<file path="config.mk">
export PLATFORM = sky130hd
export DESIGN_NAME = sha1_hash_core_flat
export DESIGN_NICKNAME = d
export VERILOG_FILES = /design/src/design/sha1_pkg.sv /design/src/design/sha1_if.sv /design/src/design/sha1_hash_core.sv /design/src/design/sha1_front.sv /design/src/design/sha1_queue.sv /design/src/design/sha1_back.sv /design/src/flat_wrapper.sv
export SDC_FILE = /design/constraint.sdc
export NUM_CORES = 2
export LEC_CHECK = 0
export BUFFER_PORTS_ARGS = -buffer_cell sky130_fd_sc_hd__buf_2
export CAP_MARGIN = 20
export CORE_MARGIN = 5
export CORE_UTILIZATION = 30
export CTS_BUF_LIST = sky130_fd_sc_hd__clkbuf_8
export DETAILED_ROUTE_END_ITERATION = 10
export GPL_TIMING_DRIVEN = 0
export PLACE_DENSITY_LB_ADDON = 0.15
export SYNTH_ARGS = -nofsm -noshare
export SYNTH_HDL_FRONTEND = slang
export SYNTH_SLANG_ARGS = --single-unit
</file>
<file path="constraint.sdc">
create_clock -name clk -period 18.8 [get_ports clk]
set_clock_uncertainty 0.15 [all_clocks]
set_input_delay 2.82 -clock clk [delete_from_list [all_inputs] [get_ports clk]]
set_output_delay 2.82 -clock clk [all_outputs]
set_load 0.005 [all_outputs]
</file>
<file path="src/design/sha1_pkg.sv">
// ----------------------------------------------------------------------------
// sha1 package
// shared constants, queue entry type and round helpers of the sha-1 core
// ----------------------------------------------------------------------------
package sha1_pkg;

	localparam int WordW     = 32;
	localparam int BlockLen  = 16;
	localparam int Rounds    = 80;
	localparam int ChainLen  = 5;
	localparam int QDepth    = 2;

	localparam int CountW    = $clog2(BlockLen);
	localparam int RoundW    = $clog2(Rounds);
	localparam int IndexW    = 3;
	localparam int QPtrW     = $clog2(QDepth);
	localparam int QCountW   = $clog2(QDepth + 1);

	localparam logic [CountW-1:0] CountLast = CountW'(BlockLen - 1);
	localparam logic [RoundW-1:0] RoundLast = RoundW'(Rounds - 1);
	localparam logic [IndexW-1:0] IndexLast = IndexW'(ChainLen - 1);

	localparam logic [WordW-1:0] Iv [ChainLen] = '{
		32'h6745_2301, 32'hEFCD_AB89, 32'h98BA_DCFE, 32'h1032_5476, 32'hC3D2_E1F0
	};

	localparam logic [WordW-1:0] K0 = 32'h5A82_7999;
	localparam logic [WordW-1:0] K1 = 32'h6ED9_EBA1;
	localparam logic [WordW-1:0] K2 = 32'h8F1B_BCDC;
	localparam logic [WordW-1:0] K3 = 32'hCA62_C1D6;

	// one classified request, handed from front to back
	typedef struct packed {
		logic [WordW-1:0] word;
		logic             restart;
		logic             block_end;
		logic             final_mark;
	} sha1_entry_t;

	function automatic logic [WordW-1:0] round_const(input logic [RoundW-1:0] t);
		logic [WordW-1:0] k;
		if (t < RoundW'(20)) begin
			k = K0;
		end else if (t < RoundW'(40)) begin
			k = K1;
		end else if (t < RoundW'(60)) begin
			k = K2;
		end else begin
			k = K3;
		end
		return k;
	endfunction

	function automatic logic [WordW-1:0] round_fn(input logic [RoundW-1:0] t,
		input logic [WordW-1:0] b, input logic [WordW-1:0] c,
		input logic [WordW-1:0] d);
		logic [WordW-1:0] f;
		if (t < RoundW'(20)) begin
			f = (b & c) | (~b & d);
		end else if (t < RoundW'(40)) begin
			f = b ^ c ^ d;
		end else if (t < RoundW'(60)) begin
			f = (b & c) | (b & d) | (c & d);
		end else begin
			f = b ^ c ^ d;
		end
		return f;
	endfunction

endpackage

</file>
<file path="src/design/sha1_if.sv">
// ----------------------------------------------------------------------------
// sha1 channel interfaces
// valid/ready channels for message words and digest words
// ----------------------------------------------------------------------------
interface sha1_msg_if import sha1_pkg::*; ();
	logic             valid;
	logic             ready;
	logic [WordW-1:0] msg_word;
	logic             new_message;
	logic             final_word;

	modport source (output valid, msg_word, new_message, final_word, input ready);
	modport sink   (input valid, msg_word, new_message, final_word, output ready);
endinterface

interface sha1_dig_if import sha1_pkg::*; ();
	logic              valid;
	logic              ready;
	logic [WordW-1:0]  digest_word;
	logic [IndexW-1:0] digest_index;
	logic              digest_last;

	modport source (output valid, digest_word, digest_index, digest_last, input ready);
	modport sink   (input valid, digest_word, digest_index, digest_last, output ready);
endinterface

</file>
<file path="src/design/sha1_hash_core.sv">
// ----------------------------------------------------------------------------
// sha1 hash core
// sha-1 compression over padded 32-bit big-endian words, digest as five words
// ----------------------------------------------------------------------------
// processing: a block's sixteenth word starts the rounds, then the add step
// rounds: the single round engine does one round per cycle, and the back takes no
//   new word until a block's rounds and add are done; the queue fills meanwhile
// digest: five words, one per cycle while dig.ready is high, from the output
//   register; a final request that closes a block runs rounds and add first
// reset: arst_n clears control, queue and loads the standard initial values
// ----------------------------------------------------------------------------
module sha1_hash_core import sha1_pkg::*; (
	input  logic        clk,
	input  logic        arst_n,
	sha1_msg_if.sink    msg,
	sha1_dig_if.source  dig
);

	// front to queue
	logic        push;
	sha1_entry_t push_entry;
	logic        q_full;

	// queue to back
	logic        pop;
	sha1_entry_t pop_entry;
	logic        q_empty;

	// front: takes each request, tags block end, restart and final mark
	sha1_front u_front (
		.clk        (clk),
		.arst_n     (arst_n),
		.msg        (msg),
		.push       (push),
		.push_entry (push_entry),
		.q_full     (q_full)
	);

	// short queue so the front keeps taking words while rounds run, until it is full
	sha1_queue u_queue (
		.clk        (clk),
		.arst_n     (arst_n),
		.push       (push),
		.push_entry (push_entry),
		.full       (q_full),
		.pop        (pop),
		.pop_entry  (pop_entry),
		.empty      (q_empty)
	);

	// back: collects the block, runs rounds, updates chaining, sends digest
	sha1_back u_back (
		.clk        (clk),
		.arst_n     (arst_n),
		.pop_entry  (pop_entry),
		.q_empty    (q_empty),
		.pop        (pop),
		.dig        (dig)
	);

endmodule

</file>
<file path="src/design/sha1_front.sv">
// ----------------------------------------------------------------------------
// sha1 front
// accepts message words, tracks the position in the block, tags requests
// ----------------------------------------------------------------------------
module sha1_front import sha1_pkg::*; (
	input  logic          clk,
	input  logic          arst_n,
	sha1_msg_if.sink      msg,
	output logic          push,
	output sha1_entry_t   push_entry,
	input  logic          q_full
);

	logic [CountW-1:0] word_count_q;
	logic [CountW-1:0] count_eff;

	assign msg.ready = !q_full;
	assign push      = msg.valid && !q_full;

	// a new message restarts the block position
	assign count_eff = msg.new_message ? '0 : word_count_q;

	always_comb begin
		push_entry.word       = msg.msg_word;
		push_entry.restart    = msg.new_message;
		push_entry.block_end  = (count_eff == CountLast);
		push_entry.final_mark = msg.final_word;
	end

	always_ff @(posedge clk or negedge arst_n) begin
		if (!arst_n) begin
			word_count_q <= '0;
		end else if (push) begin
			// a final mark drops any partial block
			word_count_q <= msg.final_word ? '0 : count_eff + CountW'(1);
		end
	end

endmodule

</file>
<file path="src/design/sha1_queue.sv">
// ----------------------------------------------------------------------------
// sha1 queue
// short fifo of tagged requests between front and back
// ----------------------------------------------------------------------------
module sha1_queue import sha1_pkg::*; (
	input  logic         clk,
	input  logic         arst_n,
	input  logic         push,
	input  sha1_entry_t  push_entry,
	output logic         full,
	input  logic         pop,
	output sha1_entry_t  pop_entry,
	output logic         empty
);

	sha1_entry_t        mem_q [QDepth];
	logic [QPtrW-1:0]   wr_ptr_q;
	logic [QPtrW-1:0]   rd_ptr_q;
	logic [QCountW-1:0] count_q;

	assign full      = (count_q == QCountW'(QDepth));
	assign empty     = (count_q == '0);
	assign pop_entry = mem_q[rd_ptr_q];

	always_ff @(posedge clk) begin
		if (push) begin
			mem_q[wr_ptr_q] <= push_entry;
		end
	end

	always_ff @(posedge clk or negedge arst_n) begin
		if (!arst_n) begin
			wr_ptr_q <= '0;
			rd_ptr_q <= '0;
			count_q  <= '0;
		end else begin
			if (push) begin
				wr_ptr_q <= (wr_ptr_q == QPtrW'(QDepth - 1)) ? '0 : wr_ptr_q + QPtrW'(1);
			end
			if (pop) begin
				rd_ptr_q <= (rd_ptr_q == QPtrW'(QDepth - 1)) ? '0 : rd_ptr_q + QPtrW'(1);
			end
			case ({push, pop})
				2'b10:   count_q <= count_q + QCountW'(1);
				2'b01:   count_q <= count_q - QCountW'(1);
				default: count_q <= count_q;
			endcase
		end
	end

endmodule

</file>
<file path="src/design/sha1_back.sv">
// ----------------------------------------------------------------------------
// sha1 back
// schedule window, round engine, chaining state and digest output
// ----------------------------------------------------------------------------
module sha1_back import sha1_pkg::*; (
	input  logic         clk,
	input  logic         arst_n,
	input  sha1_entry_t  pop_entry,
	input  logic         q_empty,
	output logic         pop,
	sha1_dig_if.source   dig
);

	typedef enum logic [3:0] {
		ST_LOAD  = 4'b0001,
		ST_ROUND = 4'b0010,
		ST_ADD   = 4'b0100,
		ST_OUT   = 4'b1000
	} back_state_t;

	back_state_t       state_q;
	logic [RoundW-1:0] round_q;
	logic [IndexW-1:0] out_idx_q;
	logic              final_pend_q;
	logic [WordW-1:0]  chain_q [ChainLen];
	logic [WordW-1:0] sched_q [BlockLen];
	logic [WordW-1:0]  a_q, b_q, c_q, d_q, e_q;
	logic              out_valid_q;
	logic [WordW-1:0]  out_word_q;
	logic [IndexW-1:0] out_index_q;
	logic              out_last_q;

	logic [WordW-1:0] sched_mix;
	logic [WordW-1:0] sched_next;
	logic [WordW-1:0] temp;
	logic             out_load;

	assign pop = (state_q == ST_LOAD) && !q_empty;

	// next schedule word from the sliding window
	assign sched_mix  = sched_q[13] ^ sched_q[8] ^ sched_q[2] ^ sched_q[0];
	assign sched_next = {sched_mix[WordW-2:0], sched_mix[WordW-1]};

	assign temp = {a_q[WordW-6:0], a_q[WordW-1:WordW-5]}
		+ round_fn(round_q, b_q, c_q, d_q) + e_q + sched_q[0] + round_const(round_q);

	assign out_load = (state_q == ST_OUT) && (!out_valid_q || dig.ready);

	assign dig.valid        = out_valid_q;
	assign dig.digest_word  = out_word_q;
	assign dig.digest_index = out_index_q;
	assign dig.digest_last  = out_last_q;

	// schedule window: shifts in words, then slides through the rounds
	always_ff @(posedge clk) begin
		if (pop || (state_q == ST_ROUND)) begin
			for (int i = 0; i < BlockLen - 1; i++) begin
				sched_q[i] <= sched_q[i+1];
			end
			sched_q[BlockLen-1] <= pop ? pop_entry.word : sched_next;
		end
	end

	// working variables
	always_ff @(posedge clk) begin
		if (pop && pop_entry.block_end) begin
			a_q <= chain_q[0];
			b_q <= chain_q[1];
			c_q <= chain_q[2];
			d_q <= chain_q[3];
			e_q <= chain_q[4];
		end else if (state_q == ST_ROUND) begin
			a_q <= temp;
			b_q <= a_q;
			c_q <= {b_q[1:0], b_q[WordW-1:2]};
			d_q <= c_q;
			e_q <= d_q;
		end
	end

	// digest output register
	always_ff @(posedge clk) begin
		if (out_load) begin
			out_word_q  <= chain_q[out_idx_q];
			out_index_q <= out_idx_q;
			out_last_q  <= (out_idx_q == IndexLast);
		end
	end

	always_ff @(posedge clk or negedge arst_n) begin
		if (!arst_n) begin
			state_q      <= ST_LOAD;
			round_q      <= '0;
			out_idx_q    <= '0;
			final_pend_q <= 1'b0;
			out_valid_q  <= 1'b0;
			for (int i = 0; i < ChainLen; i++) begin
				chain_q[i] <= Iv[i];
			end
		end else begin
			if (out_load) begin
				out_valid_q <= 1'b1;
			end else if (dig.ready) begin
				out_valid_q <= 1'b0;
			end
			case (state_q)
				ST_LOAD: begin
					if (pop) begin
						if (pop_entry.restart) begin
							for (int i = 0; i < ChainLen; i++) begin
								chain_q[i] <= Iv[i];
							end
						end
						final_pend_q <= pop_entry.final_mark;
						out_idx_q    <= '0;
						if (pop_entry.block_end) begin
							round_q <= '0;
							state_q <= ST_ROUND;
						end else if (pop_entry.final_mark) begin
							state_q <= ST_OUT;
						end
					end
				end
				ST_ROUND: begin
					round_q <= round_q + RoundW'(1);
					if (round_q == RoundLast) begin
						state_q <= ST_ADD;
					end
				end
				ST_ADD: begin
					chain_q[0] <= chain_q[0] + a_q;
					chain_q[1] <= chain_q[1] + b_q;
					chain_q[2] <= chain_q[2] + c_q;
					chain_q[3] <= chain_q[3] + d_q;
					chain_q[4] <= chain_q[4] + e_q;
					state_q    <= final_pend_q ? ST_OUT : ST_LOAD;
				end
				ST_OUT: begin
					if (out_load) begin
						out_idx_q <= out_idx_q + IndexW'(1);
						if (out_idx_q == IndexLast) begin
							state_q <= ST_LOAD;
						end
					end
				end
				default: begin
					state_q <= ST_LOAD;
				end
			endcase
		end
	end

endmodule
</file>
<file path="src/flat_wrapper.sv">
// flat-port wrapper written by rule: the top's interface ports become plain ports
module sha1_hash_core_flat import sha1_pkg::*;
  (clk, arst_n, msg_valid, msg_msg_word, msg_new_message, msg_final_word, msg_ready, dig_valid, dig_digest_word, dig_digest_index, dig_digest_last, dig_ready);
  sha1_msg_if msg_i ();
  sha1_dig_if dig_i ();
  input  logic clk;
  input  logic arst_n;
  input wire logic [$bits(msg_i.valid)-1:0] msg_valid;
  input wire logic [$bits(msg_i.msg_word)-1:0] msg_msg_word;
  input wire logic [$bits(msg_i.new_message)-1:0] msg_new_message;
  input wire logic [$bits(msg_i.final_word)-1:0] msg_final_word;
  output wire logic [$bits(msg_i.ready)-1:0] msg_ready;
  output wire logic [$bits(dig_i.valid)-1:0] dig_valid;
  output wire logic [$bits(dig_i.digest_word)-1:0] dig_digest_word;
  output wire logic [$bits(dig_i.digest_index)-1:0] dig_digest_index;
  output wire logic [$bits(dig_i.digest_last)-1:0] dig_digest_last;
  input wire logic [$bits(dig_i.ready)-1:0] dig_ready;
  assign msg_i.valid = msg_valid;
  assign msg_i.msg_word = msg_msg_word;
  assign msg_i.new_message = msg_new_message;
  assign msg_i.final_word = msg_final_word;
  assign msg_ready = msg_i.ready;
  assign dig_valid = dig_i.valid;
  assign dig_digest_word = dig_i.digest_word;
  assign dig_digest_index = dig_i.digest_index;
  assign dig_digest_last = dig_i.digest_last;
  assign dig_i.ready = dig_ready;
  sha1_hash_core u_core (.clk(clk), .arst_n(arst_n), .msg(msg_i), .dig(dig_i));
endmodule
</file>
After elaboration in Yosys (flattened, before gate mapping)
Memory sizes are Yosys's and may differ from the RTL's.
Index checks and enable logic that the tools add are counted.

word-level totals
  bits in registers = 380
  latch bits = 0
  bits in writable memories = 582
  memory bits (read-only) = 0
  bits of input ports = 38
  output and inout port bits = 38
  word-level logic and storage cells = 144
  memories kept = 2

memories
  memory                 depth  bits a word  read ports  clocked after Yosys merged registers in  wr ports  line              source
  u_core.u_back.sched_q  16     32           16          0                                        16        sha1_back.sv:26   logic [WordW-1:0] sched_q [BlockLen];
  u_core.u_queue.mem_q   2      35           1           0                                        1         sha1_queue.sv:16  sha1_entry_t mem_q [QDepth];

cells by class
  add/subtract/negate cells = 16
  multiply operators = 0
  div/mod/pow operators = 0
  $lt $le $gt $ge = 4
  eq/ne operators = 17
  shift-type cells = 0
  mux-type cells = 48
  bitwise gates (word level) = 14
  reduce and logical (&&, ||, !) cells = 21

operator list
  operator                                                                       number
  32-bit two-way mux                                                             18
  160-bit two-way mux                                                            2
  160-bit one-hot mux with 2 select lines                                        1
  32-bit adder                                                                   9
  32-bit bitwise XOR                                                             5
  32-bit AND                                                                     4
  32-bit binary-select mux with 3-bit select                                     1
  32-bit bitwise OR                                                              3
  4-bit two-way mux                                                              9
  32-bit inverter                                                                1
  31-bit two-way mux                                                             1
  4-bit one-hot mux with 4 select lines                                          1
  7-bit by 6-bit less-than comparator with 1-bit output (second input constant)  2
  7-bit two-way mux                                                              2
  7-bit one-hot mux with 2 select lines                                          1
  2-bit nonzero test                                                             6
  3-bit AND reduction                                                            3
  4-bit == test (second input constant)                                          2
  1-bit two-way mux                                                              8
  7-bit by 1-bit adder with 7-bit output (second input constant)                 1
  7-bit == test (second input constant)                                          1
  7-bit by 5-bit less-than comparator with 1-bit output (second input constant)  1
  3-bit two-way mux                                                              2
  2-bit by 1-bit inequality test with 1-bit output (second input constant)       3
  other kinds (23)                                                               33

Longest topological paths before layout
  depth in word-level cells = 12
  gate-level depth with buffers = 25
  gate-level depth less buffers = 23

Hierarchy
Synthesis repeated with hierarchy kept, for this count alone.

second synthesis, totals
  cells, all modules = 3865
  area, all modules = 48168.7 sq um

by module, submodules not included
  module      times used  cells each  area an instance (sq um)  sequential area each (sq um)
  sha1_back   1           3680        44788.0                   25766.0
  sha1_queue  1           125         2860.2                    2202.1
  sha1_front  1           60          520.5                     100.1

Worst setup path after synthesis
No wires, ideal clock.

  path type = reg2reg
  from = register u_core.u_back.state_q[0]
  to = memory u_core.u_back.sched_q[0][0] (enable)
  library setup time = 3633 ps
  arrival = 9264 ps
  required time = 15017 ps
  slack = 5753 ps
  stages on the path, launching flop included = 5
  path buffers = 1
  period minus slack after synthesis = 13047 ps
  cells stage by stage = dfstp_2 > nor2_1 > nand3b_1 > clkbuf_1 > nand2_1

RTL lines
  what                      line              source
  start: declaration        sha1_back.sv:21   back_state_t state_q;
  start signal: assignment  sha1_back.sv:136  state_q <= final_pend_q ? ST_OUT : ST_LOAD;
  end: declaration          sha1_back.sv:26

Worst setup path after layout
  from = register u_core.u_back.round_q[4]
  to = register u_core.u_back.a_q[31] (data pin)

on the way
  cells in the longest elaborated chain, start to end = 10
  elaborated cells between the ends (all ways) = 15
  those cells by class = add/sub: 4; order compare: 3; mux: 8

RTL lines
  what                                                   line                            source
  start: declaration                                     sha1_back.sv:22                 logic [RoundW-1:0] round_q;
  start signal: assignment                               sha1_back.sv:125                round_q <= round_q + RoundW'(1);
  7-bit by 6-bit less-than comparator with 1-bit output  sha1_pkg.sv:46, sha1_pkg.sv:62
  32-bit two-way mux                                     sha1_pkg.sv:62                  end else if (t < RoundW'(60)) begin
  32-bit two-way mux                                     sha1_pkg.sv:60                  end else if (t < RoundW'(40)) begin
  32-bit two-way mux                                     sha1_pkg.sv:58                  if (t < RoundW'(20)) begin
  32-bit adder (3 in a row)                              sha1_back.sv:45                 + round_fn(round_q, b_q, c_q, d_q) + e_q + sched_q[0] + round_const(round_q);
  32-bit adder (*)                                       sha1_back.sv:45
  32-bit two-way mux (*)                                 sha1_back.sv:72                 end else if (state_q == ST_ROUND) begin
  32-bit two-way mux (*)                                 sha1_back.sv:66                 if (pop && pop_entry.block_end) begin
  end signal: assignment                                 sha1_back.sv:67                 a_q <= chain_q[0];
  end signal: assignment                                 sha1_back.sv:73                 a_q <= temp;
  end: declaration                                       sha1_back.sv:27                 logic [WordW-1:0] a_q, b_q, c_q, d_q, e_q;

Mark *: on every way between the ends. The rest lies on a longest branch, timed or not. The select of a mux whose other input is x is not followed.
A chain may end at the register's enable or synchronous reset.

==> flow_metrics.py <==
metrics = {
    "synthesis": {
        "synth_xor_area_share_pct": 4.52,
        "synth_compound_area_share_pct": 11.4,
        "yosysTopAreaCellShare_pct": 48.8,
        "synth_top_family_by_area": "compound AO/OA/AOI/OAI gates",
        "yosys.area.top_type": "edfxtp_1",
        "synth_mux_area_share_pct": 5.55,
        "yosysMostFrequentCell": "edfxtp_1",
        "yosys-top-cells-area": "edfxtp_1 49%, dfrtp_1 5.4%, fa_1 5.2%",
        "synth_area_um2": 47900,
        "synthDistinctLibCells": 86,
        "yosysWarnings": 0,
        "synth_edf_count": 778,
        "yosysSeqAreaShare_pct": 58.6,
        "synth_cells": 3677,
        "synth_ff_type": "edfxtp_1",
        "synthArstFlopShare_pct": 19.1,
        "synth_commonest_cells": "778 x edfxtp_1, 299 x inv_1, 253 x nand2_1",
        "synthSimpleGateAreaFrac_pct": 6.31,
        "avgSynthCellArea_um2": 13.0,
        "synth_nets": 4038,
        "yosys.area_share.adder_pct": 10.4,
        "ys_ff_latch": 962,
    },
    "sta": {
        "fin_crit_ns": 8.54,
        "finalHoldViolations": 0,
        "rsz0062_at_grt": "no",
        "finalMaxSlewViolations": 0,
        "fin_tns_setup_ns": 0,
        "relSlewSlack_pct": 18.7,
        "fmax_mhz": 117,
        "tightest_slew_ns": 1.22,
        "setup_violations": 0,
        "period_share_pct": 45.4,
    },
    "status": {
        "outcome": "finished clean",
    },
    "detailed_routing": {
        "initialDrtViolationCount": 2440,
        "dr.pass1.iters": 5,
        "vias": 30000,
        "wl_per_cell_um": 22.6,
        "viasPerCell": 4.86,
        "wirelength_um": 140000,
        "drc": 0,
        "ant_nets": 0,
    },
    "setup_path": {
        "startpoint": "u_core.u_back.round_q[4]$_DFFE_PN0P_",
        "critPathSlowestCell": "a2111oi_2",
        "crit_end": "u_core.u_back.a_q[31]$_DFFE_PP_",
        "crit_top_cell": "inv_1",
        "crit_path_start_kind": "flip-flop",
        "timing.rr.start": "u_core.u_back.round_q[4]$_DFFE_PN0P_",
        "worstPathRequired_ns": 19.25,
        "path_class": "reg2reg",
        "r2r_end": "u_core.u_back.a_q[31]$_DFFE_PP_",
        "r2r_cells": 24,
        "cp.arrival_ns": 8.98,
        "r2r_slack_ns": 10.26,
        "cp_cell_sequence": "clkbuf_1 -> o21ai_0 -> or3_1 -> clkbuf_1 -> nand2_1 -> inv_2 -> buf_1 -> a221oi_1 -> fa_1 -> inv_1 -> fa_1 -> inv_1 -> fa_1 -> inv_1 -> ha_1 -> inv_1 -> nor3_1 -> nand2_1 -> a2111oi_2 -> o21ai_0 -> nand4_1 -> a41oi_1 -> xnor2_1 -> o21ai_0",
        "critPathMaxFanout": 10,
        "cp-end-kind": "flip-flop",
        "max_stage_delay_ns": 0.97,
    },
    "clocking": {
        "htree_levels": 4,
        "cts_hold_buf": 0,
        "clk_pin_slew_ns": 0.06,
        "numCtsBuffers": 178,
        "cts_tree": "built",
        "cts-root-buf": "clkbuf_8",
        "post_cts_resized": 0,
        "clk_latency_ns": 0.91,
        "cts_buffer_depth": 3,
        "cts_setup_buffers": 0,
        "clkSinkCount": 962,
    },
    "floorplan": {
        "dieArea_um2": 168000,
        "die_width_um": 410,
        "die_height_um": 410,
        "io_pins": 76,
        "start_util_pct": 30.2,
        "core-area_um2": 159000,
        "rows": 146,
    },
    "grt": {
        "antenna_found_initial": 6,
        "overflow": 0,
        "grt_usage_pct": 16.5,
        "grt_pass1_wl_um": 204000,
        "grt_max_degree": 101,
        "first_global_vias": 30400,
    },
    "placed_design": {
        "io_buffers": 75,
        "gp_congestion": 0.918,
        "place_hpwl_um": 104000,
    },
    "final_layout": {
        "fin_nets": 4319,
        "drive_gt1_share_pct": 15.0,
        "syn_to_final_growth_pct": 14.7,
    },
    "job": {
        "max_cap_viol_count": 0,
    },
    "min_path": {
        "hp-class": "reg2reg",
    },
}
[metrics by stage]
stage	util [%]	instance area, um2	hold slack, ns	std cells	worst slack [ns]
6_report	34.6	54900	0.248	6182	10.26
5_1_grt	34.6	54900	0.252	6180	10.02
4_1_cts	34.6	54900	0.246	6177	10.21
3_5_place_dp	32.4	51400	0.255	5849	10.27
3_3_place_gp	32.1	50800	0.250	5824	0.472
2_1_floorplan	-	47900	0.250	3677	5.75
[routing by layer]
layer	wire length [um]	GRT usage, %
met5	27	0
met4	3840	5.47
met3	6530	2.87
met2	62700	25.5
met1	66900	23.6
[cell families after synthesis]
family | Yosys count
fa+ha+maj | 323
flops | 962
buf+inv | 404
mux | 212
compound gates | 854
simple gates | 675
xor+xnor | 247
[state kept, by name (all words and copies together) (netlist names), 2 cells and up]
register	flops
u_core.u_back.sched_q	512
u_core.u_back.chain_q	160
u_core.u_queue.mem_q	70
u_core.u_back.a_q	32
u_core.u_back.b_q	32
u_core.u_back.c_q	32
u_core.u_back.d_q	32
u_core.u_back.dig.digest_word	32
u_core.u_back.e_q	32
u_core.u_back.round_q	7
u_core.u_back.state_q	4
u_core.u_front.word_count_q	4
u_core.u_back.dig.digest_index	3
u_core.u_back.out_idx_q	3
u_core.u_queue.count_q	2
[cells in the final DEF, fill, tap and decap left out, types with 75 or more instances in the layout]
cell type  synthesis  layout
xnor2_1          143     143
nor2_1           223     222
inv_1            299     354
o21ai_0          234     234
edfxtp_1         778     778
fa_1             125     125
clkbuf_8           0     188
xor2_1           104     104
dfrtp_1          103     103
buf_2              0      75
clkbuf_1          86      81
a21oi_1          241     241
ha_1             198     198
a21o_1            79      79
mux2_2           108     108
dfstp_2           81      81
nand2_1          253     252
[layout make-up]
class / instances / area (um2)
inverters: 301 / 1140
repair buffers: 101 / 926
well taps: 2072 / 2590
multi-input cells: 2311 / 18300
fillers: 15700 / 104000
clock buffers: 188 / 2590
plain buffers: 103 / 394
clock inverters: 140 / 856
flip-flops and latches: 962 / 28100
diodes: 4 / 10.0
[how the worst min path moves through the flow]
stage / from / endpoint / slack (ns) / cells past startpoint
after CTS: u_core.u_back.sched_q[1][234]$_DFFE_PP_ / u_core.u_back.sched_q[1][202]$_DFFE_PP_ / 0.25 / 0
after global routing: u_core.u_back.sched_q[1][234]$_DFFE_PP_ / u_core.u_back.sched_q[1][202]$_DFFE_PP_ / 0.25 / 0
after global placement: u_core.u_back.sched_q[1][240]$_DFFE_PP_ / u_core.u_back.sched_q[1][208]$_DFFE_PP_ / 0.25 / 0
after floorplan: u_core.u_back.sched_q[0][32]$_DFFE_PP_ / u_core.u_back.sched_q[0][0]$_DFFE_PP_ / 0.25 / 0
final: u_core.u_back.sched_q[1][234]$_DFFE_PP_ / u_core.u_back.sched_q[1][202]$_DFFE_PP_ / 0.25 / 0
after detailed placement: u_core.u_back.sched_q[0][174]$_DFFE_PP_ / u_core.u_back.sched_q[0][142]$_DFFE_PP_ / 0.25 / 0
[critical path, delay by kind of cell (launching register included)]
| kind | cells | cell delay (ns) |
|---|---|---|
| AOI/OAI and AO/OA | 6 | 2.08 |
| xor gates and xnor gates | 1 | 0.21 |
| and+or+nand+nor | 5 | 1.59 |
| buffers and inverters | 8 | 1.96 |
| DFF | 1 | 0.37 |
| adders and majority gates | 4 | 1.86 |
Power is left out: the tool's default activity adds up to more than one toggle a clock period on the data nets, which glitch-free logic cannot reach.
